[src/sv/fpft_pkg.sv]
// Shared types and constants of the first pinned flow tracker.
`default_nettype none

package fpft_pkg;

	localparam logic [1:0] CMD_INIT   = 2'd0;
	localparam logic [1:0] CMD_SAMPLE = 2'd1;
	localparam logic [1:0] CMD_QUERY  = 2'd2;

	localparam logic [1:0] OP_NONE  = 2'd0;
	localparam logic [1:0] OP_INIT  = 2'd1;
	localparam logic [1:0] OP_PIN   = 2'd2;
	localparam logic [1:0] OP_QUERY = 2'd3;

	localparam logic KIND_SUMMARY = 1'b0;
	localparam logic KIND_QUERY   = 1'b1;

	localparam logic CFG_PIN_LOW  = 1'b0;
	localparam logic CFG_PIN_HIGH = 1'b1;

	localparam int WELL_W  = 16;
	localparam int FLOW_W  = 10;
	localparam int SMP_W   = 16;
	localparam int TALLY_W = 17;
	localparam int PF_W    = 11;

	localparam logic [TALLY_W-1:0] TALLY_MAX = '1;

	localparam int OQ_DEPTH = 4;
	localparam int OQ_PTR_W = 2;
	localparam int OQ_CNT_W = 3;

	typedef struct packed {
		logic [1:0]        op;
		logic              in_range;
		logic              mask;
		logic [FLOW_W-1:0] flow;
	} tbl_req_t;

	typedef struct packed {
		logic                   vld;
		logic signed [PF_W-1:0] pinned_flow;
	} tbl_rsp_t;

	typedef struct packed {
		logic                   kind;
		logic signed [PF_W-1:0] pinned_flow;
		logic                   well_pinned;
		logic [TALLY_W-1:0]     total_count;
		logic [TALLY_W-1:0]     high_count;
		logic [TALLY_W-1:0]     low_count;
		logic [FLOW_W-1:0]      flow_done;
	} res_t;

endpackage

`default_nettype wire

[src/sv/fpft_outq.sv]
// Result queue between the table pipeline and the output stream.
`default_nettype none

module fpft_outq import fpft_pkg::*; (
	input  wire logic          clk,
	input  wire logic          arst_n,
	input  wire logic          push,
	input  wire res_t          push_data,
	output logic [OQ_CNT_W-1:0] count,
	output logic               valid,
	input  wire logic          ready,
	output res_t               data
);

	res_t                ent_q [OQ_DEPTH];
	logic [OQ_PTR_W-1:0] wr_ptr_q;
	logic [OQ_PTR_W-1:0] rd_ptr_q;
	logic [OQ_CNT_W-1:0] cnt_q;
	logic                pop;

	assign valid = (cnt_q != '0);
	assign pop   = valid && ready;
	assign data  = ent_q[rd_ptr_q];
	assign count = cnt_q;

	always_ff @(posedge clk) begin
		if (push) begin
			ent_q[wr_ptr_q] <= push_data;
		end
	end

	always_ff @(posedge clk or negedge arst_n) begin
		if (!arst_n) begin
			wr_ptr_q <= '0;
			rd_ptr_q <= '0;
			cnt_q    <= '0;
		end else begin
			if (push) begin
				wr_ptr_q <= wr_ptr_q + 1'b1;
			end
			if (pop) begin
				rd_ptr_q <= rd_ptr_q + 1'b1;
			end
			case ({push, pop})
				2'b10:   cnt_q <= cnt_q + 1'b1;
				2'b01:   cnt_q <= cnt_q - 1'b1;
				default: cnt_q <= cnt_q;
			endcase
		end
	end

endmodule

`default_nettype wire

[config.mk]
export PLATFORM = sky130hd
export DESIGN_NAME = fpft_outq
export DESIGN_NICKNAME = d
export VERILOG_FILES = /design/src/sv/fpft_pkg.sv /design/src/sv/fpft_outq.sv
export SDC_FILE = /design/constraint.sdc
export NUM_CORES = 1
export LEC_CHECK = 0
export BUFFER_PORTS_ARGS = -buffer_cell sky130_fd_sc_hd__buf_2
export CORE_MARGIN = 4
export CORE_UTILIZATION = 40
export CTS_CLUSTER_SIZE = 10
export DETAILED_ROUTE_END_ITERATION = 6
export PLACE_DENSITY = 0.64
export REMOVE_ABC_BUFFERS = 1
export SYNTH_ARGS = -nofsm -noshare
export SYNTH_HDL_FRONTEND = slang
export SYNTH_SLANG_ARGS = --single-unit
[constraint.sdc]
create_clock -name clk -period 2.9 [get_ports clk]
set_clock_uncertainty 0.05 [all_clocks]
set_input_delay 0.145 -clock clk [delete_from_list [all_inputs] [get_ports clk]]
set_output_delay 0.145 -clock clk [all_outputs]
set_load 0.005 [all_outputs]
==> summary.txt, run 1 <==
Run status
  – Status: complete, no violations

STA
  – Unrepaired setup endpoints after global routing: false
  – Fin. Hold Viols: 0
  – Crit share post-route: 0.8808
  – Setup tns final: 0 ns
  – Worst slew pin tran: 0.6002 ns
  – Fin crit period: 2.554 ns
  – Max-slew violations: 0
  – Final setup vio count: 0
  – Slew headroom: 0.5998
  – Fmax: 391.5 MHz

Global route
  – First-pass GRT wire length: 32,930 um
  – Initial antenna violation count: 1
  – Total gr overflow: 0
  – Largest net degree at the start of global routing: 43
  – Vias in the first global route: 5,821
  – Gr usage total: 0.1363

Setup path
  – Critical setup path kind: flip-flop to output port
  – Critical Path Sink Type: output port
  – Cell Chain, Critical Path: buf_12, mux4_2, buf_2
  – Crit-path leading delay family: flip-flops
  – R2R depth: 7
  – WP depth: 3
  – Critical Path End: data[32]
  – R2R Setup Slk: about 0.97 ns
  – CP max stage delay: 0.82 ns
  – Reg2reg end: count[2]
  – CP max stage cell: dfrtp_4
  – Crit path from: rd_ptr_q[0]
  – Buffers plus inverters on the worst setup path: 2
  – Crit path DAT: 2.36 ns
  – Required time of the critical path: 2.71 ns
  – Startpoint Class: flip-flop
  – Critical Path Fanout Max: 28
  – Reg2reg start: count[0]

Floorplanning
  – Die W: 174.8 um
  – Row Count: 60
  – Die height: 174.8 um
  – Die ar.: 30,550 sq um
  – Starting density of the core: 0.4094
  – Core footprint: ~27,000 sq um
  – I/O pin cnt: 156

Final layout
  – Share of cells above drive strength 1: 0.4074
  – Nets@finish: 773
  – Finished layout cell area: 14,250 sq um
  – Fillers: about 2,200
  – Area grow syn2layout: 28.05%
  – Fin cells: 1,080

Clocking
  – Hold_buf cts: 78
  – Clock buffer count from CTS: 37
  – Clock buffer depth: 3
  – Root Buffer: clkbuf_16
  – Post-CTS sizing: 0
  – Postcts setup bufs: 0
  – # clock sinks: 303
  – H-tree depth: 2
  – CTS clk-pin slew, worst paths: 0.05 ns
  – Clk Latency, worst-skew pair: 0.49 ns
  – CTS tree: done

Power
  – Leakage power: 4.940 nW
  – Total power: about 0.014 W
  – PD cells: 961.7 nW/um^2
  – Peak VDD IR: 752.4 uV

Worst hold path
  – Min-delay worst type: input port to flip-flop

Place
  – IO Port Bufs: 155
  – Final HPWL DP: 12,370 um
  – Post-DP Area: 12,380 sq um
  – RD Place Congestion: 0.6926
  – Placed cell count: 944

Synthesis
  – Mapped cell area: ~11,000 sq um
  – Seq/Total Area, Yosys: 0.8147
  – Seq cells post-synth: between 300 and 400
  – Mapped Cells: 423
  – Yosys warnings: 0
  – Cell variety after synth: 20
  – Post-Syn Area per Cell: 26.30 sq um

Detailed routing
  – Antenna viol nets, final: 0
  – Total iterations of the first detailed-routing run: 4
  – Routed WL: between 20,000 and 25,000 um
  – Initial DRC count: 355
  – Vias per cell: 4.846
  – DRC viols: 0
  – Avg WL per Cell: 19.11 um
  – Total number of vias: approximately 5,200

Flow run
  – Maximum Capacitance Violations: 0
[cells in the final DEF, fill, tap and decap left out, drive strengths merged]
cell type	Yosys	layout
and2	4	4
buf	15	166
bufinv	0	1
clkbuf	2	53
clkinv	0	1
dfrtp	7	7
diode	0	1
dlygate4sd3	0	78
edfxtp	296	296
fa	1	1
ha	5	5
inv	6	8
mux2i	1	1
mux4	74	74
nand2	2	2
nor2	1	1
o21ai	1	1
o31a	1	1
or3	1	1
xnor2	2	2
xor2	4	4
[layer usage]
layer / share of wire / routed length, um / vias to the layer above / global-route usage
met1: 0.42 / 8647 / 2708 / 0.1807
met3: 0.059 / 1224 / 32 / 0.03289
li1: - / - / 2342 / -
met2: 0.51 / 10430 / 152 / 0.2304
met5: 0 / 0 / - / 0
met4: 0.017 / 342 / 0 / 0.03273
[report_power, final]
group          total [W]  switching (W)  internal (W)
sequential       0.00616       0.000423       0.00574
combinational    0.00345        0.00159       0.00186
clock            0.00409        0.00156       0.00253
total             0.0137        0.00358        0.0101
[synthesized netlist by cell type]
| cell type | instances | share of area |
|---|---|---|
| dfrtp_1 | 7 | 0.016 |
| mux2i_1 | 1 | 0.00090 |
| xor2_1 | 4 | 0.0031 |
| mux4_2 | 74 | 0.15 |
| edfxtp_1 | 296 | 0.80 |
| inv_1 | 6 | 0.0020 |
| and2_1 | 4 | 0.0022 |
| buf_12 | 5 | 0.0090 |
| o21ai_0 | 1 | 0.00045 |
| or3_1 | 1 | 0.00056 |
| ha_1 | 5 | 0.0056 |
| nor2_1 | 1 | 0.00034 |
| buf_6 | 1 | 0.0010 |
| o31a_1 | 1 | 0.00079 |
| nand2_1 | 2 | 0.00068 |
| buf_2 | 6 | 0.0027 |
| fa_1 | 1 | 0.0018 |
| clkbuf_1 | 2 | 0.00068 |
| buf_4 | 3 | 0.0020 |
| xnor2_1 | 2 | 0.0016 |
[cell type report]
type	count	area (sq um)	area share
clock buffer	53	1028	0.07219
inverter	6	22.52	0.001581
clock inverter	4	51.30	0.003601
timing repair buffer	244	1727	0.1212
tap	372	465.4	0.03267
multi-input combinational	97	1878	0.1318
sequential	303	9071	0.6367
antenna	1	2.502	0.0001757
[how the worst min path moves through the flow]
stage	from	to	depth (start not counted)
floorplan	arst_n	count[0]	0
global placement	arst_n	count[2]	1
detailed placement	arst_n	count[2]	1
CTS	push_data[54]	ent_q[0][54]	2
global route	push_data[23]	ent_q[1][23]	2
finish	push_data[45]	ent_q[2][45]	2
[cell families after synthesis]
logic type,count (synthesis),synth area share
DFF,303,0.8147
muxes,75,0.1507
buffers and inverters,23,0.01743
and+or+nand+nor,8,0.003824
xor gates and xnor gates,6,0.004723
adders and majority gates,6,0.007422
AOI/OAI and AO/OA,2,0.001237
[worst reg2reg max path: stages (launching register included)]
cell and delay (ns):
dfrtp_1 0.42, o31a_1 0.27, ha_1 0.23, inv_1 0.06, fa_1 0.38, xor2_1 0.15
nor2_1 0.12, xor2_1 0.17
[metrics by stage]
| step | utilization | worst slack, ns | hold WS (ns) |
|---|---|---|---|
| after floorplan | - | -0.9244 | -0.2006 |
| after global placement | 0.4557 | 0.7784 | -0.05223 |
| after detailed placement | 0.4557 | 0.7752 | -0.05154 |
| after CTS | 0.5241 | 0.2314 | 0.3223 |
| after global routing | 0.5242 | 0.1723 | 0.3476 |
| final | 0.5242 | 0.3458 | 0.3510 |
[registers in the layout, indices dropped and copies added, names as in the netlist]
register,cells
count,3
ent_q,296
rd_ptr_q,2
wr_ptr_q,2
Note: power is estimated with default switching activity, not from simulation.
==> run 2, diff against run 1 <==
--- a/config.mk
+++ b/config.mk
@@ -10,7 +10,7 @@
 export CORE_UTILIZATION = 40
 export CTS_CLUSTER_SIZE = 10
 export DETAILED_ROUTE_END_ITERATION = 6
-export PLACE_DENSITY = 0.64
+export PLACE_DENSITY_LB_ADDON = 0.1
 export REMOVE_ABC_BUFFERS = 1
 export SYNTH_ARGS = -nofsm -noshare
 export SYNTH_HDL_FRONTEND = slang
==> summary.txt, run 2 (synthesis gave the netlist of run 1 again) <==
Setup path
  – R2R depth: 7 (unchanged)
  – CP max stage cell: mux4_2
  – Crit path DAT: 2.15 ns (-0.21 ns)
  – CP max stage delay: 0.59 ns (-0.23 ns)
  – Reg2reg end: count[2]
  – Critical setup path kind: flip-flop to output port
  – Reg2reg start: count[0]
  – Cell Chain, Critical Path: buf_12, mux4_2, buf_2
  – Required time of the critical path: 2.71 ns (about the same)
  – Critical Path Fanout Max: 35 (+25%)
  – Startpoint Class: flip-flop
  – Critical Path Sink Type: output port
  – R2R Setup Slk: 0.95 ns (-0.02 ns)

Clocking
  – Root Buffer: clkbuf_16
  – CTS clk-pin slew, worst paths: 0.05 ns (about the same)
  – CTS tree: done
  – Clock buffer depth: 3 (unchanged)
  – Clk Latency, worst-skew pair: 0.50 ns (about the same)
  – Clock buffer count from CTS: 37 (unchanged)
  – Post-CTS sizing: 0 (unchanged)
  – # clock sinks: 303 (unchanged)
  – H-tree depth: 2 (unchanged)

Floorplanning
  – Die height: 174.8 um (unchanged)
  – Starting density of the core: 0.4094 (unchanged)
  – Die ar.: 30,550 sq um (unchanged)
  – Core footprint: 27,180 sq um (unchanged)
  – Die W: 174.8 um (unchanged)
  – I/O pin cnt: 156 (unchanged)
  – Row Count: 60 (unchanged)

STA
  – Fin. Hold Viols: 0 (unchanged)
  – Max-slew violations: 0 (unchanged)
  – Fmax: 426.3 MHz (+8.9%)
  – Final setup vio count: 0 (unchanged)
  – Setup tns final: 0 ns (unchanged)
  – Slew headroom: 0.6676 (+0.06779)
  – Fin crit period: 2.346 ns (-0.2085 ns)
  – Unrepaired setup endpoints after global routing: false
  – Crit share post-route: 0.8089 (-0.07189)
  – Worst slew pin tran: 0.4986 ns (-0.1017 ns)

Power
  – Leakage power: 4.957 nW (+0.36%)
  – Clk pwr share: 0.295 (-0.004)
  – Switching Fraction: 0.2666 (+0.005458)
  – Internal power: 0.01010 W (-0.28%)
  – PD cells: 965.0 nW/um^2 (+0.33%)
  – Total power: 0.01376 W (+0.46%)
  – NetSw: 0.003669 W (+2.6%)
  – Combinational share of power: 0.267 (+0.015)
  – Sequential power share: 0.438 (-0.012)
  – Peak VDD IR: 554.9 uV (-26%)

Global route
  – Total gr overflow: 0 (unchanged)
  – Gr usage total: 0.1456 (+0.009353)
  – Largest net degree at the start of global routing: 49 (+14%)
  – Initial antenna violation count: 1 (unchanged)
  – Vias in the first global route: 5,999 (+3.1%)
  – First-pass GRT wire length: 34,340 um (+4.3%)

Worst hold path
  – Hold Startpoint: push_data[72]
  – Min-delay worst type: input port to flip-flop
  – Hold Path Sink: ent_q[0][72]
  – Hold path cells: 2 (unchanged)

Place
  – Placed cell count: 947 (+0.32%)
  – IO Port Bufs: 155 (unchanged)
  – Final HPWL DP: 13,030 um (+5.4%)
  – RD Place Congestion: 0.6937 (+0.16%)

Detailed routing
  – Antenna viol nets, final: 0 (unchanged)
  – DRC viols: 0 (unchanged)
  – Vias per cell: 4.861 (+0.29%)
  – Initial DRC count: 363 (+2.3%)
  – Total iterations of the first detailed-routing run: 4 (unchanged)
  – Avg WL per Cell: 20.30 um (+6.2%)
  – Routed WL: 21,990 um (+6.5%)
  – Total number of vias: 5,264 (+0.57%)

Final layout
  – Commonest non-fill, non-tap cells in the layout: edfxtp_1, buf_2, dlygate4sd3_1, mux4_2, clkbuf_16
  – Fin cells: 1,083 (+0.28%)
  – Most common cell after layout, fill and taps aside: edfxtp_1
  – Area grow syn2layout: 28.21%
  – Largest Register: ent_q
  – Fin util: 0.5249 (+0.0006450)
  – Nets@finish: 776 (+0.39%)
  – Share of cells above drive strength 1: 0.4127 (+0.005321)
  – Max reg flops: 296 (unchanged)

Flow run
  – Maximum Capacitance Violations: 0 (unchanged)

Run status
  – Status: complete, no violations
-- run 2: worst max-delay path by stage --
stage	endpoint	cells past startpoint	startpoint
after global placement	data[3]	3	rd_ptr_q[0]
after CTS	data[3]	3	rd_ptr_q[0]
after detailed placement	ent_q[1][56]	4	wr_ptr_q[1]
after floorplan	data[0]	1	rd_ptr_q[0]
final	data[3]	3	rd_ptr_q[0]
after global routing	data[3]	3	rd_ptr_q[0]
-- run 2: what timing repair did --
action | CTS | global route
hold endpoints to repair | 306 | 0
hold buffers | 78 | 0
endpoints found under the setup margin | 0 | 0
buffers inserted | 0 | 0
-- run 2: layout make-up --
| class | instances | area (sq um) |
|---|---|---|
| Clock inverter | 4 | 26.28 |
| Fill cell | 2194 | 12910 |
| Multi-Input combinational cell | 97 | 1878 |
| Clock buffer | 53 | 1049 |
| Tap cell | 372 | 465.4 |
| Antenna cell | 1 | 2.502 |
| Sequential cell | 303 | 9071 |
| Timing Repair Buffer | 247 | 1749 |
| Inverter | 6 | 22.52 |
-- run 2: routing by layer --
| metal | up-vias | wire [um] | track usage |
|---|---|---|---|
| met2 | 127 | 11340 | 0.2524 |
| met5 | - | 0 | 0 |
| met3 | 27 | 1165 | 0.03765 |
| li1 | 2345 | - | - |
| met4 | 0 | 345 | 0.03666 |
| met1 | 2765 | 9134 | 0.1849 |
-- run 2: critical path, delay by kind of cell (launching register included) --
kind     cells  cell delay [ns]
mux          1             0.59
flops        1             0.56
buf+inv      2             0.47
-- run 2: per-stage QoR --
stage / setup WS, ns / cell area (sq um) / hold slack (ns)
after floorplan: -0.9244 / 10950 / -0.2006
after global placement: 1.031 / 12410 / -0.06587
after detailed placement: 0.9926 / 12410 / -0.05366
after CTS: 0.4992 / 14260 / 0.3194
after global routing: 0.4229 / 14260 / 0.3311
final: 0.5543 / 14260 / 0.3440
-- run 2: power groups by stage --
| stage | logic, W | clock network, W | registers, W |
|---|---|---|---|
| global placement | 0.00373 | 0 | 0.00608 |
| CTS | 0.00383 | 0.00420 | 0.00605 |
| finish | 0.00367 | 0.00406 | 0.00603 |
| floorplan | 0.00191 | 0 | 0.00636 |
| detailed placement | 0.00373 | 0 | 0.00613 |
| global route | 0.00405 | 0.00441 | 0.00611 |
